`config.mk`:
```
export PLATFORM = sky130hd
export DESIGN_NAME = drc_queue
export DESIGN_NICKNAME = d
export VERILOG_FILES = /design/src/hw/rtl/drc_pkg.sv /design/src/hw/rtl/drc_queue.sv
export SDC_FILE = /design/constraint.sdc
export NUM_CORES = 1
export LEC_CHECK = 0
export BUFFER_PORTS_ARGS = -buffer_cell sky130_fd_sc_hd__buf_2
export CORE_MARGIN = 3
export CORE_UTILIZATION = 45
export DETAILED_ROUTE_END_ITERATION = 8
export PLACE_DENSITY = 0.65
export SYNTH_ARGS = -nofsm -noshare
export SYNTH_HDL_FRONTEND = slang
export SYNTH_SLANG_ARGS = --single-unit
```
`constraint.sdc`:
```
create_clock -name clk -period 8.1 [get_ports clk]
set_clock_uncertainty 0.2 [all_clocks]
set_input_delay 0.81 -clock clk [delete_from_list [all_inputs] [get_ports clk]]
set_output_delay 0.81 -clock clk [all_outputs]
set_load 0.02 [all_outputs]
```
`src/hw/rtl/drc_pkg.sv`:
```
// ----------------------------------------------------------------------------
// drc_pkg
// Shared types, codes and compact-target helpers for the retarget checker.
// ----------------------------------------------------------------------------
package drc_pkg;

	localparam int unsigned TGT_W  = 256;
	localparam int unsigned PROD_W = TGT_W + 32;
	localparam int unsigned CNT_W  = $clog2(PROD_W);
	localparam int unsigned NLIMB  = TGT_W / 32;
	localparam int unsigned QDEPTH = 4;
	localparam int unsigned QPTR_W = $clog2(QDEPTH);

	localparam logic [31:0] RST_GOAL_SPAN         = 32'd1209600;
	localparam logic [31:0] RST_MIN_TIMESPAN      = 32'd302400;
	localparam logic [31:0] RST_MAX_TIMESPAN      = 32'd4838400;
	localparam logic [31:0] RST_RETARGET_INTERVAL = 32'd2016;
	localparam logic [31:0] RST_POWLIMIT_BITS     = 32'h1d00ffff;

	typedef enum logic [2:0] {
		REG_GOAL_SPAN         = 3'd0,
		REG_MIN_TIMESPAN      = 3'd1,
		REG_MAX_TIMESPAN      = 3'd2,
		REG_RETARGET_INTERVAL = 3'd3,
		REG_POWLIMIT_BITS     = 3'd4
	} drc_reg_t;

	typedef enum logic [1:0] {
		ST_MATCH    = 2'd0,
		ST_MISMATCH = 2'd1,
		ST_INVALID  = 2'd2
	} drc_status_t;

	typedef enum logic [3:0] {
		B_IDLE, B_MOD, B_CHK, B_DEC, B_MUL, B_DIV, B_CAP, B_ENC, B_RES
	} drc_bstate_t;

	typedef struct packed {
		logic [31:0] goal_span;
		logic [31:0] min_timespan;
		logic [31:0] max_timespan;
		logic [31:0] retarget_interval;
		logic [31:0] powlimit_bits;
	} drc_cfg_t;

	typedef struct packed {
		logic [31:0] block_height;
		logic [31:0] parent_bits;
		logic [31:0] header_bits;
		logic [31:0] span;
	} drc_item_t;

	typedef struct packed {
		logic             ok;
		logic [TGT_W-1:0] v;
	} drc_dec_t;

	function automatic drc_dec_t drc_decode(input logic [31:0] bits);
		logic [7:0]       e;
		logic [22:0]      m;
		logic             mnz;
		logic [TGT_W-1:0] wide;
		drc_dec_t         r;
		e    = bits[31:24];
		m    = bits[22:0];
		mnz  = (m != 23'd0);
		wide = {{(TGT_W-23){1'b0}}, m};
		r.ok = !(mnz && bits[23]) &&
		       !(mnz && ((e > 8'd34) || ((m > 23'hFF) && (e > 8'd33)) ||
		                 ((m > 23'hFFFF) && (e > 8'd32))));
		if (e <= 8'd3)
			r.v = wide >> {(8'd3 - e), 3'b000};
		else
			r.v = wide << {(e - 8'd3), 3'b000};
		return r;
	endfunction

	function automatic logic [31:0] drc_encode(input logic [TGT_W-1:0] v);
		logic [5:0]       size;
		logic [23:0]      c;
		logic [TGT_W-1:0] sh;
		size = 6'd0;
		for (int k = 0; k < TGT_W / 8; k++) begin
			if (v[8*k +: 8] != 8'd0)
				size = 6'(k + 1);
		end
		if (size <= 6'd3) begin
			sh = v << {(6'd3 - size), 3'b000};
			c  = sh[23:0];
		end else begin
			sh = v >> {(size - 6'd3), 3'b000};
			c  = sh[23:0];
		end
		if (c[23]) begin
			c    = {8'd0, c[23:8]};
			size = size + 6'd1;
		end
		return {2'b00, size, c};
	endfunction

endpackage

```
`src/hw/rtl/drc_queue.sv`:
```
// ----------------------------------------------------------------------------
// drc_queue
// Small FIFO between the front stage and the compute engine.
// ----------------------------------------------------------------------------
module drc_queue import drc_pkg::*; (
	input  logic      clk,
	input  logic      arst_n,
	input  logic      push,
	input  drc_item_t push_item,
	output logic      full,
	input  logic      pop,
	output logic      q_valid,
	output drc_item_t pop_item
);

	drc_item_t         mem [QDEPTH];
	logic [QPTR_W-1:0] wr_q;
	logic [QPTR_W-1:0] rd_q;
	logic [QPTR_W:0]   cnt_q;

	assign full     = (cnt_q == (QPTR_W+1)'(QDEPTH));
	assign q_valid  = (cnt_q != '0);
	assign pop_item = mem[rd_q];

	always_ff @(posedge clk or negedge arst_n) begin
		if (!arst_n) begin
			wr_q  <= '0;
			rd_q  <= '0;
			cnt_q <= '0;
		end else begin
			if (push)
				wr_q <= wr_q + 1'b1;
			if (pop)
				rd_q <= rd_q + 1'b1;
			if (push && !pop)
				cnt_q <= cnt_q + 1'b1;
			else if (pop && !push)
				cnt_q <= cnt_q - 1'b1;
		end
	end

	always_ff @(posedge clk) begin
		if (push)
			mem[wr_q] <= push_item;
	end

endmodule

```
==> reports/summary.json <==
{
  "wl_met1": {"value": 14600, "unit": "µm"},
  "postSynthRegisterBits": {"value": 519},
  "via_per_inst": {"value": 5.28},
  "cell_internal_pwr": {"value": 5.79, "unit": "mW"},
  "pwr_density_cell": {"value": 378, "unit": "nW/µm²"},
  "synth-async-reset-ratio": {"value": 1.35, "unit": "%"},
  "critPathLaunchType": {"value": "flip-flop"},
  "cpMaxStageDelayCell": {"value": "sky130_fd_sc_hd__dfrtp_4"},
  "xor_xnor_fraction_of_synth_area": {"value": 0.279, "unit": "%"},
  "finalWirelength": {"value": 35600, "unit": "µm"},
  "dr_wl_met2": {"value": 18000, "unit": "µm"},
  "timing.setup.critical_path_class": {"value": "reg -> out"},
  "synth_area_per_cell": {"value": 26.8, "unit": "µm²"},
  "global_route.overflow_total": {"value": 0},
  "grt_start_max_net_pins": {"value": 96},
  "period_needed": {"value": 4060, "unit": "ps"},
  "cp_data_required_time": {"value": 7090, "unit": "ps"},
  "postSynthCellCount": {"value": 703},
  "core_area": {"value": 41100, "unit": "µm²"},
  "p_switching": {"value": 2.63, "unit": "mW"},
  "drive_above_1_share": {"value": 45.2, "unit": "%"},
  "post_synth_instance_area": {"value": 18900, "unit": "µm²"},
  "chain_of_cells_forming_the_critical_path": {"value": "buf_12 > mux4_2 > buf_2"},
  "yosys.cell_count.top_type": {"value": "sky130_fd_sc_hd__edfxtp_1"},
  "final.fill_count": {"value": 3160},
  "cts_inserted_buffers": {"value": 52},
  "portBuffers": {"value": 261},
  "timing.critical_path.arrival": {"value": 3050, "unit": "ps"},
  "multiInputGateArea": {"value": 3090, "unit": "µm²"},
  "synth_simple_gate_area_share": {"value": 0.265, "unit": "%"},
  "ys_seq_area_share": {"value": 82.4, "unit": "%"},
  "initial_core_util": {"value": 45.9, "unit": "%"},
  "clkPwrFrac": {"value": 26.0, "unit": "%"},
  "row_count": {"value": 74},
  "max_slew_margin": {"value": 34.3, "unit": "%"},
  "register_area": {"value": 15600, "unit": "µm²"},
  "synth.top_cell.area_share": {"value": 81.5, "unit": "%"},
  "dr_wl_met3": {"value": 2220, "unit": "µm"},
  "groute.usage.overall": {"value": 16.4, "unit": "%"},
  "fmax": {"value": 0.246, "unit": "GHz"},
  "layout.nets": {"value": 1139},
  "power.share.combinational": {"value": 30.2, "unit": "%"},
  "drc": {"value": 0},
  "ioPinCount": {"value": 262},
  "drt-pass1-iter-count": {"value": 4},
  "maxCapViolCount": {"value": 0},
  "layout_worst_path_cycle_share": {"value": 50.2, "unit": "%"},
  "die_area": {"value": 44400, "unit": "µm²"},
  "clock_sinks": {"value": 519},
  "first_global_vias": {"value": 9236},
  "kind_of_cell_with_the_highest_combined_delay_on_the_critical_path": {"value": "flip-flops"},
  "place_hpwl": {"value": 20800, "unit": "µm"},
  "cp_max_fo": {"value": 95},
  "initialDrtViolationCount": {"value": 455},
  "synth_top_cell_by_area": {"value": "sky130_fd_sc_hd__edfxtp_1"},
  "synth_adder_area_share": {"value": 0.438, "unit": "%"},
  "syn_nets": {"value": 841},
  "setup-violations-final": {"value": 0},
  "worstMarginPinSlew": {"value": 985, "unit": "ps"},
  "cts_hold_repair.buffers": {"value": 1},
  "route.top_layer_used": {"value": "met5"},
  "holdWs": {"value": 246, "unit": "ps"},
  "cp.buffers_inverters": {"value": 2},
  "setup_repair_after_global_routing_missed_its_margin": {"value": "no"},
  "die_x": {"value": 211, "unit": "µm"},
  "largest_family_of_logic_cells_by_synthesized_area": {"value": "multiplexers"},
  "ctsLongestPathBuffers": {"value": 3},
  "power.leakage": {"value": 7.56, "unit": "nW"},
  "grt_antenna_before_repair": {"value": 5},
  "synth_edf_count": {"value": 512},
  "post_synth_most_frequent_cells": {"value": "sky130_fd_sc_hd__edfxtp_1, sky130_fd_sc_hd__mux4_2, sky130_fd_sc_hd__buf_2"},
  "type_of_element_capturing_the_critical_path": {"value": "output port"},
  "wire_per_inst": {"value": 22.6, "unit": "µm"},
  "switching_share": {"value": 31.2, "unit": "%"},
  "htree_num_levels": {"value": 2},
  "finalHoldViolations": {"value": 0},
  "compound_gate_fraction_of_synth_area": {"value": 0.0265, "unit": "%"},
  "timing.critical_path.from": {"value": "rd_q[0]"},
  "synthMuxAreaShare": {"value": 15.3, "unit": "%"},
  "final_max_slew_viol_count": {"value": 0},
  "power.ir.vdd_worst": {"value": 0.240, "unit": "mV"},
  "seq_power_share": {"value": 43.8, "unit": "%"},
  "synth_area_leaders": {"value": "sky130_fd_sc_hd__edfxtp_1, sky130_fd_sc_hd__mux4_2, sky130_fd_sc_hd__dfrtp_1"},
  "area_growth": {"value": 18.3, "unit": "%"},
  "yosys_warnings": {"value": 0},
  "ff2ff_setup_slack": {"value": 5430, "unit": "ps"},
  "synth_flop_cell": {"value": "sky130_fd_sc_hd__edfxtp_1"},
  "route.antenna.remaining_nets": {"value": 0},
  "r2r_start": {"value": "wr_q[0]"},
  "clock_tree_from_tritoncts": {"value": "yes"},
  "cts.reportedPaths.clkPinSlew": {"value": 60, "unit": "ps"},
  "holdCritStartpoint": {"value": "push_item[102]"},
  "sum_neg_setup_slack": {"value": 0, "unit": "ps"},
  "clock_insertion_delay_worst_skew": {"value": 580, "unit": "ps"},
  "vias": {"value": 8333},
  "routabilityCongestion": {"value": 0.694},
  "status": {"value": "finished clean"},
  "synth_cell_type_count": {"value": 19},
  "total_power": {"value": 8.42, "unit": "mW"},
  "vertical_extent_of_the_die": {"value": 211, "unit": "µm"},
  "root_buffer": {"value": "sky130_fd_sc_hd__clkbuf_16"},
  "wire_length_of_the_first_global_routing_pass": {"value": 55000, "unit": "µm"},
  "cpPeakStageDelay": {"value": 910, "unit": "ps"},
  "worst_hold_path_type": {"value": "in -> reg"},
  "post_cts_resized": {"value": 0},
  "postCtsSetupRepairBufs": {"value": 0}
}
## cells in the final DEF (no fill, tap or decap)
| master | Yosys | final |
|---|---|---|
| sky130_fd_sc_hd__nand2_1 | 2 | 2 |
| sky130_fd_sc_hd__bufinv_16 | 0 | 2 |
| sky130_fd_sc_hd__nor3b_1 | 1 | 1 |
| sky130_fd_sc_hd__clkinv_1 | 0 | 14 |
| sky130_fd_sc_hd__buf_4 | 1 | 10 |
| sky130_fd_sc_hd__diode_2 | 0 | 3 |
| sky130_fd_sc_hd__xnor2_1 | 2 | 2 |
| sky130_fd_sc_hd__clkbuf_16 | 0 | 53 |
| sky130_fd_sc_hd__dfrtp_1 | 7 | 5 |
| sky130_fd_sc_hd__inv_6 | 0 | 2 |
| sky130_fd_sc_hd__or3_1 | 1 | 1 |
| sky130_fd_sc_hd__buf_12 | 0 | 1 |
| sky130_fd_sc_hd__clkinv_2 | 0 | 5 |
| sky130_fd_sc_hd__clkinvlp_4 | 0 | 1 |
| sky130_fd_sc_hd__and2_4 | 0 | 4 |
| sky130_fd_sc_hd__ha_1 | 5 | 5 |
| sky130_fd_sc_hd__xor2_1 | 4 | 4 |
| sky130_fd_sc_hd__inv_1 | 4 | 4 |
| sky130_fd_sc_hd__mux2_2 | 1 | 1 |
| sky130_fd_sc_hd__edfxtp_1 | 512 | 512 |
| sky130_fd_sc_hd__clkbuf_1 | 2 | 17 |
| sky130_fd_sc_hd__mux4_2 | 128 | 128 |
| sky130_fd_sc_hd__nor2_1 | 1 | 1 |
| sky130_fd_sc_hd__clkinv_4 | 0 | 1 |
| sky130_fd_sc_hd__fa_1 | 1 | 1 |
| sky130_fd_sc_hd__o21ai_0 | 1 | 1 |
| sky130_fd_sc_hd__dfrtp_4 | 0 | 2 |
| sky130_fd_sc_hd__dlygate4sd3_1 | 0 | 1 |
| sky130_fd_sc_hd__buf_2 | 15 | 261 |
## layer usage
metal	vias up	global-route usage (%)
li1	3648	-
met1	4423	21.6
met2	195	27.0
met3	59	4.40
met4	8	5.33
met5	-	0
## registers in the layout, summed over array words and instances (netlist names)
name   cells
cnt_q      3
mem      512
rd_q       2
wr_q       2
## power groups by stage
stage / Clock, mW / Sequential, mW / Combinational, mW
2_1_floorplan: 0 / 3.70 / 1.88
3_3_place_gp: 0 / 3.74 / 2.61
3_5_place_dp: 0 / 3.76 / 2.61
4_1_cts: 2.26 / 3.71 / 2.62
5_1_grt: 2.37 / 3.75 / 2.73
6_report: 2.19 / 3.69 / 2.54
## final timing paths
kind                                endpoint  depth (start not counted)
worst max-delay path            pop_item[79]                          3
worst min-delay path             mem[2][102]                          1
worst max register to register    mem[2][36]                          4
worst min register to register      cnt_q[2]                          1
max in group asynchronous            rd_q[0]                          2
min in group asynchronous            rd_q[1]                          2
## logic make-up (layout without fill, tap and decap cells)
kind of cell | after synthesis | count (layout)
compound gates | 1 | 1
xor+xnor | 6 | 6
fa+ha+maj | 6 | 6
buf+inv | 33 | 372
flops | 519 | 519
mux | 129 | 129
other cells | 0 | 3
simple gates | 9 | 9
## through the flow
stage | cell area [µm²] | util [%] | setup WS [ps] | instances
after floorplan | 18900 | - | 3660 | 703
after global placement | 20700 | 50.4 | 4480 | 1478
after detailed placement | 20700 | 50.4 | 4500 | 1478
after CTS | 22300 | 54.3 | 3860 | 1574
after global routing | 22300 | 54.3 | 3740 | 1574
final | 22300 | 54.3 | 4040 | 1577
## layout make-up
cell class,count,share of cell area [%]
Tap cell,532,2.98
Timing Repair Buffer,273,6.33
Clock buffer,70,6.23
Inverter,4,0.0673
Sequential cell,519,69.7
Antenna cell,3,0.0336
Multi-Input combinational cell,151,13.9
Clock inverter,25,0.768
Note: power is estimated with default switching activity, not from simulation.
