$ cat src/hw/rtl/drc_pkg.sv
// ----------------------------------------------------------------------------
// drc_pkg
// Shared types, codes and compact-target helpers for the retarget checker.
// ----------------------------------------------------------------------------
package drc_pkg;

	localparam int unsigned TGT_W  = 256;
	localparam int unsigned PROD_W = TGT_W + 32;
	localparam int unsigned CNT_W  = $clog2(PROD_W);
	localparam int unsigned NLIMB  = TGT_W / 32;
	localparam int unsigned QDEPTH = 4;
	localparam int unsigned QPTR_W = $clog2(QDEPTH);

	localparam logic [31:0] RST_GOAL_SPAN         = 32'd1209600;
	localparam logic [31:0] RST_MIN_TIMESPAN      = 32'd302400;
	localparam logic [31:0] RST_MAX_TIMESPAN      = 32'd4838400;
	localparam logic [31:0] RST_RETARGET_INTERVAL = 32'd2016;
	localparam logic [31:0] RST_POWLIMIT_BITS     = 32'h1d00ffff;

	typedef enum logic [2:0] {
		REG_GOAL_SPAN         = 3'd0,
		REG_MIN_TIMESPAN      = 3'd1,
		REG_MAX_TIMESPAN      = 3'd2,
		REG_RETARGET_INTERVAL = 3'd3,
		REG_POWLIMIT_BITS     = 3'd4
	} drc_reg_t;

	typedef enum logic [1:0] {
		ST_MATCH    = 2'd0,
		ST_MISMATCH = 2'd1,
		ST_INVALID  = 2'd2
	} drc_status_t;

	typedef enum logic [3:0] {
		B_IDLE, B_MOD, B_CHK, B_DEC, B_MUL, B_DIV, B_CAP, B_ENC, B_RES
	} drc_bstate_t;

	typedef struct packed {
		logic [31:0] goal_span;
		logic [31:0] min_timespan;
		logic [31:0] max_timespan;
		logic [31:0] retarget_interval;
		logic [31:0] powlimit_bits;
	} drc_cfg_t;

	typedef struct packed {
		logic [31:0] block_height;
		logic [31:0] parent_bits;
		logic [31:0] header_bits;
		logic [31:0] span;
	} drc_item_t;

	typedef struct packed {
		logic             ok;
		logic [TGT_W-1:0] v;
	} drc_dec_t;

	function automatic drc_dec_t drc_decode(input logic [31:0] bits);
		logic [7:0]       e;
		logic [22:0]      m;
		logic             mnz;
		logic [TGT_W-1:0] wide;
		drc_dec_t         r;
		e    = bits[31:24];
		m    = bits[22:0];
		mnz  = (m != 23'd0);
		wide = {{(TGT_W-23){1'b0}}, m};
		r.ok = !(mnz && bits[23]) &&
		       !(mnz && ((e > 8'd34) || ((m > 23'hFF) && (e > 8'd33)) ||
		                 ((m > 23'hFFFF) && (e > 8'd32))));
		if (e <= 8'd3)
			r.v = wide >> {(8'd3 - e), 3'b000};
		else
			r.v = wide << {(e - 8'd3), 3'b000};
		return r;
	endfunction

	function automatic logic [31:0] drc_encode(input logic [TGT_W-1:0] v);
		logic [5:0]       size;
		logic [23:0]      c;
		logic [TGT_W-1:0] sh;
		size = 6'd0;
		for (int k = 0; k < TGT_W / 8; k++) begin
			if (v[8*k +: 8] != 8'd0)
				size = 6'(k + 1);
		end
		if (size <= 6'd3) begin
			sh = v << {(6'd3 - size), 3'b000};
			c  = sh[23:0];
		end else begin
			sh = v >> {(size - 6'd3), 3'b000};
			c  = sh[23:0];
		end
		if (c[23]) begin
			c    = {8'd0, c[23:8]};
			size = size + 6'd1;
		end
		return {2'b00, size, c};
	endfunction

endpackage

$ cat src/hw/rtl/drc_front.sv
// ----------------------------------------------------------------------------
// drc_front
// Input stage: takes an item, works out the clamped period span, hands on.
// ----------------------------------------------------------------------------
module drc_front import drc_pkg::*; (
	input  logic        clk,
	input  logic        arst_n,
	input  drc_cfg_t    cfg,
	input  logic        in_valid,
	output logic        in_stall,
	input  logic [31:0] block_height,
	input  logic [31:0] parent_bits,
	input  logic [31:0] period_start,
	input  logic [31:0] period_end,
	input  logic [31:0] header_bits,
	output logic        push,
	output drc_item_t   push_item,
	input  logic        q_full
);

	logic        v_s1;
	drc_item_t   item_s1;
	logic [31:0] raw;
	logic [31:0] span;
	logic        take;

	always_comb begin
		raw = (period_end < period_start) ? 32'd0 : period_end - period_start;
		if (raw == 32'd0)
			raw = cfg.goal_span;
		if (raw < cfg.min_timespan)
			span = cfg.min_timespan;
		else if (raw > cfg.max_timespan)
			span = cfg.max_timespan;
		else
			span = raw;
	end

	assign push      = v_s1 && !q_full;
	assign push_item = item_s1;
	assign in_stall  = v_s1 && q_full;
	assign take      = in_valid && !in_stall;

	always_ff @(posedge clk or negedge arst_n) begin
		if (!arst_n) begin
			v_s1 <= 1'b0;
		end else if (take) begin
			v_s1 <= 1'b1;
		end else if (push) begin
			v_s1 <= 1'b0;
		end
	end

	always_ff @(posedge clk) begin
		if (take) begin
			item_s1.block_height <= block_height;
			item_s1.parent_bits  <= parent_bits;
			item_s1.header_bits  <= header_bits;
			item_s1.span         <= span;
		end
	end

endmodule

$ cat config.mk
export PLATFORM = sky130hd
export DESIGN_NAME = drc_front
export DESIGN_NICKNAME = d
export VERILOG_FILES = /design/src/hw/rtl/drc_pkg.sv /design/src/hw/rtl/drc_front.sv
export SDC_FILE = /design/constraint.sdc
export NUM_CORES = 1
export LEC_CHECK = 0
export BUFFER_PORTS_ARGS = -buffer_cell sky130_fd_sc_hd__buf_2
export CORE_AREA = 3 3 176 178
export DETAILED_ROUTE_END_ITERATION = 8
export DIE_AREA = 0 0 179 181
export PLACE_DENSITY_LB_ADDON = 0.15
export SLEW_MARGIN = 20
export SYNTH_ARGS = -nofsm -noshare
export SYNTH_HDL_FRONTEND = slang
export SYNTH_SLANG_ARGS = --single-unit
$ cat constraint.sdc
create_clock -name clk -period 9.48 [get_ports clk]
set_input_delay 0.474 -clock clk [delete_from_list [all_inputs] [get_ports clk]]
set_output_delay 0.474 -clock clk [all_outputs]
set_load 0.1 [all_outputs]
==> metrics.md, run 1 <==
| Metric | Value |
|---|---|
| Crit-path max cell delay | 0.68 ns |
| Root buf cell | clkbuf_16 |
| Clk sinks | 129 |
| Pwr Density | 183.9 mW/mm² |
| Final period util | 0.7673 |
| CP delay by family, top | compound AO/OA/AOI/OAI gates |
| RSZ-0062 raised after global routing | no |
| CP Max Fanout | 24 |
| Largest buffer count on any clock path | 2 |
| Synthesized instance count | 1020 |
| Arr. time, crit path | 7.54 ns |
| Drt drc | 0 |
| DRT Wirelength | roughly 36000 µm |
| Layout fillers | 2948 |
| Status | complete, no violations |
| Die Span Y | 181 µm |
| Synth top area share | 0.3880 |
| Final #Nets | 1825 |
| Area occupied by multi-input gates | around 0.0054 mm² |
| Vias in the first global route | 9290 |
| Initial core utilization | 0.3352 |
| Final Wtd Congestion | about 0.9 |
| Num rows | 63 |
| Post-CTS Resized | 0 |
| Worst-path clk slew | 0.07 ns |
| Mean Syn Cell Area | 9.713 µm² |
| Dpl hpwl | 29110 µm |
| Reg2Reg Depth | 4 |
| Synth Cell Area | 0.009907 mm² |
| CP Launch Type | primary input |
| Pins Over Slew Limit | 0 |
| Clk Latency, worst-skew pair | 0.42 ns |
| Slew @ Worst Pin | 1.062 ns |
| # setup viols final | 0 |
| # Max-Cap Violations | 0 |
| Port Buf Inserts | 389 |
| Num CTS Buffers | 17 |
| Relative slew slack | 0.2923 |
| Post-CTS Setup Inserts | 0 |
| Syn Nets | roughly 1400 |
| Overflow after GRT | 0 |
| Worst Skew | 0.007844 ns |
| Most frequent cells in the layout | buf_2, edfxtp_1, inv_1, ha_1, nand2_1 |
| Maximum VDD drop | 0.08995 mV |
| Cells after DPL | 1774 |
| Ports | 454 |
| Ys async rst share | 0.007752 |
| Crit. path cell count | 28 |
| Non-filler cells, final | 1815 |
| Synth cell types | 79 |
| Setup WS pre-CTS | 1.779 ns |
| Post-route cell area | 0.01291 mm² |
| Slowest CP cell | o21ai_4 |
| Synth warnings | 0 |
| Area after DPL | 0.01231 mm² |
| Bufs and invs on worst path | 5 |
| H-tree Lvls | 4 |
| Worst setup margin | 2.206 ns |
| Fin. Hold Viols | 0 |
| Main flop type after synthesis | edfxtp_1 |
| Post-synthesis sequential area ratio | 0.3905 |
| Die Span X | 179 µm |
| Cell mode on critical path | a21o_1 |
| CP Capture Type | flip-flop |
| First-pass GRT wire length | around 52000 µm |
| Min-delay worst type | in -> reg |
| Synth top area cells | edfxtp_1, ha_1, inv_1 |
| Post-synth EDFFs | 128 |
| Initial DRC Count | 628 |
| Area leader, netlist | edfxtp_1 |
| Hold_sp | block_height[18] |
| Total GRT Usage | 0.2101 |
| FF+latch count, synth | 129 |
| Initial antenna violation count | 10 |
| R2r startpoint | v_s1$_DFFE_PN0P_ |
| Max Freq | 137.5 MHz |
| Hold Path Stages | 1 |
| CP Launch Point | period_end[0] |
| Core area | 0.02956 mm² |
| Largest net degree at the start of global routing | 82 |
| Drt pass-1 iters | 6 |
| Crit path kind | in -> reg |
| Setup tns final | 0 ns |
| Vias | about 9500 |
| LEAKAGE | 6.094 nW |
| Data required, critical path | 9.74 ns |
| Ratio of cells with drive above 1 in the final layout | 0.3345 |
| Register area | 0.003869 mm² |
| Area delta synth->final | 30.31% |
| Detail Route Antenna Nets | 0 |
| Hold Slack | 0.2208 ns |
| Die area | 0.03240 mm² |
| Commonest non-fill, non-tap cell in the layout | buf_2 |
| Final min period | between 7 and 8 ns |
| Routed len/inst | 19.63 µm |
| TritonCTS clock tree | done |
| Avg Vias per Cell | ~5.2 |
-- sequential cells by signal (all words and copies together) (netlist names) --
name       count
v_s1           1
push_item    128
-- cell type report --
type / instances / share of cell area
antenna: 8 / 0.001551
inverter: 109 / 0.03169
clock buffer: 17 / 0.03295
multi-input combinational: 737 / 0.4213
clock inverter: 15 / 0.01085
tap: 390 / 0.03780
timing repair buffer: 410 / 0.1642
sequential: 129 / 0.2997
-- final timing paths --
check | to | slack [ns]
min in group asynchronous | v_s1$_DFFE_PN0P_ | 0.35
setup reg to reg | push_item[91]$_DFFE_PP_ | 6.89
setup / recovery | push_item[13]$_DFFE_PP_ | 2.21
max in group asynchronous | v_s1$_DFFE_PN0P_ | 9.04
hold / removal | push_item[114]$_DFFE_PP_ | 0.22
hold reg to reg | v_s1$_DFFE_PN0P_ | 0.70
-- Yosys cell counts (13+ instances only) --
cell       count
edfxtp_1     128
inv_1        109
ha_1          96
nand2_1       75
a21oi_1       65
o21ai_0       42
a21o_1        41
mux2i_1       40
nor2_1        35
o22ai_1       29
nor3_1        28
clkbuf_1      27
nand3_1       24
nand4_1       24
o211ai_1      15
buf_2         14
nor4_1        14
nand2b_1      13
o2bb2ai_1     13
-- what timing repair did --
item / in CTS / in global routing
hold endpoints to repair: 1 / 0
endpoints found under the setup margin: 0 / 0
hold buffers: 1 / 0
-- worst register-to-register path: stages (launching register included) --
cell and delay [ns]:
dfrtp_1 0.36, and2_1 0.20, nor2b_4 0.11, buf_4 0.80
buf_4 0.69
-- logic make-up after synthesis --
kind of cell	synth area share
adders and majority gates	0.1233
AOI/OAI and AO/OA	0.2281
buffers and inverters	0.06239
and+or+nand+nor	0.1389
muxes	0.04534
DFF	0.3905
xor gates and xnor gates	0.01149
-- metrics by stage --
stage                 util  total power, W
finish              0.4367        0.002375
global route        0.4367        0.002502
CTS                 0.4361        0.002387
detailed placement  0.4166        0.001754
global placement    0.4166        0.001745
floorplan                -        0.001496
-- power breakdown --
| part | switching [W] | internal [W] |
|---|---|---|
| clock | 0.000280 | 0.000347 |
| sequential | 0.00000831 | 0.000686 |
| combinational | 0.000735 | 0.000319 |
-- per-layer routing --
layer  track usage  vias to the layer above  part of all wire  wire length, µm
met5             0                        -           0.00065               23
met4       0.06390                        4             0.017              592
met2        0.3642                      326              0.50            17640
met1        0.2604                     4488              0.42            14810
met3       0.04414                       39             0.072             2555
li1              -                     4655                 -                -
No activity file was read; power rests on OpenSTA's default activity.
==> run 2: changes to the inputs <==
CORE_AREA = 3 3 173 175   (was 3 3 176 178)
DIE_AREA = 0 0 176 178   (was 0 0 179 181)
clock period = 6.2 ns   (was 9.48 ns; I/O delays follow)
==> metrics.md, run 2 (synthesized netlist as in run 1, its figures left out) <==
| Metric | Value |
|---|---|
| Status | complete, no violations |
| Area delta synth->final | 40.82% |
| Final min period | around 5.8 ns |
| Worst-path clk slew | 0.07 ns |
| CP Launch Type | primary input |
| Ports | 454 |
| Clk Latency, worst-skew pair | 0.43 ns |
| Most frequent cells in the layout | buf_2, buf_4, edfxtp_1, inv_1, ha_1 |
| Drt pass-1 iters | 7 |
| Final period util | 0.9400 |
| # setup viols final | 0 |
| CP Launch Point | period_end[0] |
| R2r startpoint | v_s1$_DFFE_PN0P_ |
| Overflow after GRT | 0 |
| Reg2Reg Depth | 4 |
| Final Wtd Congestion | a little over 0.9 |
| Detail Route Antenna Nets | 0 |
| Worst Setup EP | push_item[1]$_DFFE_PP_ |
| Layout fillers | 2789 |
| Initial DRC Count | 587 |
| Slew @ Worst Pin | ~0.62 ns |
| Pwr Density | 274.3 mW/mm² |
| R2r endpoint | push_item[34]$_DFFE_PP_ |
| Clk sinks | 129 |
| First-pass GRT wire length | 53340 µm |
| Worst R2R Setup Slack | 4.49 ns |
| Post-route cell area | 0.01395 mm² |
| DRT Wirelength | around 36000 µm |
| Ratio of cells with drive above 1 in the final layout | 0.3956 |
| # Max-Cap Violations | 0 |
| Total GRT Usage | 0.2211 |
| Vias | about 10000 |
| Max Freq | 171.6 MHz |
| Avg Vias per Cell | 5.142 |
| Crit path kind | in -> reg |
| Data required, critical path | 6.38 ns |
| Min-delay worst type | in -> reg |
| Die Span Y | 178 µm |
| Die area | 0.03133 mm² |
| H-tree Lvls | 4 |
| Bufs and invs on worst path | 5 |
| Core area | ~0.029 mm² |
| Hold Slack | 0.04663 ns |
| Max reg flops | 128 |
| LEAKAGE | 6.735 nW |
| Area after DPL | around 0.013 mm² |
| Initial antenna violation count | 5 |
| Worst Skew | 0.01159 ns |
| Pins Over Slew Limit | 0 |
| Initial core utilization | 0.3461 |
| Drt drc | 0 |
| CP Max Fanout | 5 |
| TritonCTS clock tree | done |
| Largest buffer count on any clock path | 2 |
| Dpl hpwl | approximately 31000 µm |
| Crit. path cell count | 27 |
| Arr. time, crit path | about 6.0 ns |
| Die Span X | 176 µm |
| Largest net degree at the start of global routing | 86 |
| Fin. Hold Viols | 0 |
| Num CTS Buffers | 17 |
| Crit-path max cell delay | 0.59 ns |
| Relative slew slack | 0.5837 |
| Port Buf Inserts | 389 |
| Routed len/inst | 18.77 µm |
| Cell mode on critical path | a21o_1 |
| Maximum VDD drop | roughly 0.14 mV |
| Slowest CP cell | or4_1 |
| Total design power | 0.003826 W |
| Commonest non-fill, non-tap cell in the layout | buf_2 |
| CP Capture Type | flip-flop |
| Final #Nets | 1955 |
| Num rows | 62 |
| Vias in the first global route | 9599 |
| Setup tns final | 0 ns |
| Root buf cell | clkbuf_16 |
| CP delay by family, top | compound AO/OA/AOI/OAI gates |
[run 2: what timing repair did]
action | CTS | global route
hold buffers | 1 | 0
hold endpoints to repair | 1 | 0
resized for setup | 0 | 11
setup buffers | 0 | 0
setup endpoints to repair | 0 | 32
[run 2: area by class of cell]
cell class | instances | area [µm²] | share of cell area
Inverter | 109 | 409.1 | 0.02933
Clock buffer | 17 | 425.4 | 0.03049
Tap cell | 384 | 480.5 | 0.03444
Multi-Input combinational cell | 737 | 5487 | 0.3933
Timing Repair Buffer | 540 | 3128 | 0.2242
Clock inverter | 15 | 147.6 | 0.01058
Sequential cell | 129 | 3869 | 0.2773
Antenna cell | 2 | 5.005 | 0.0003587
[run 2: worst register-to-register path: cells and delay by family (launching register included)]
family                 cells  cell delay (ns)
DFF                        1             0.36
and+or+nand+nor            2             0.32
buffers and inverters      2             0.64
[run 2: worst min path at each step]
stage / to / slack (ns) / cells past startpoint / start
3_3_place_gp: v_s1$_DFFE_PN0P_ / 0.09 / 1 / arst_n
5_1_grt: push_item[60]$_DFFE_PP_ / 0.03 / 1 / header_bits[28]
3_5_place_dp: v_s1$_DFFE_PN0P_ / 0.09 / 1 / arst_n
6_report: push_item[100]$_DFFE_PP_ / 0.05 / 1 / block_height[4]
4_1_cts: push_item[60]$_DFFE_PP_ / 0.03 / 1 / header_bits[28]
2_1_floorplan: v_s1$_DFFE_PN0P_ / 0.01 / 0 / arst_n
[run 2: metal layers]
layer | part of all wire | vias up | track usage
met3 | 0.077 | 32 | 0.05023
li1 | - | 4917 | -
met4 | 0.013 | 6 | 0.04883
met2 | 0.50 | 372 | 0.3938
met5 | 0.0010 | - | 0
met1 | 0.41 | 4613 | 0.2736
[run 2: report_power, final]
| part | internal [W] | total [W] | leakage, nW | switching, W |
|---|---|---|---|---|
| registers | 0.00105 | 0.00106 | 1.23 | 0.0000138 |
| logic | 0.000631 | 0.00179 | 5.23 | 0.00116 |
| clock network | 0.000562 | 0.000971 | 0.280 | 0.000409 |
| total | 0.00224 | 0.00383 | 6.74 | 0.00158 |
[run 2: stage by stage]
step                setup slack [ns]  utilization  std cells
global placement            -0.06401       0.4642       1897
global route               -0.002814       0.4873       1932
CTS                           0.2984       0.4846       1930
floorplan                     0.2192            -       1020
detailed placement           -0.1528       0.4642       1897
finish                        0.3722       0.4874       1933
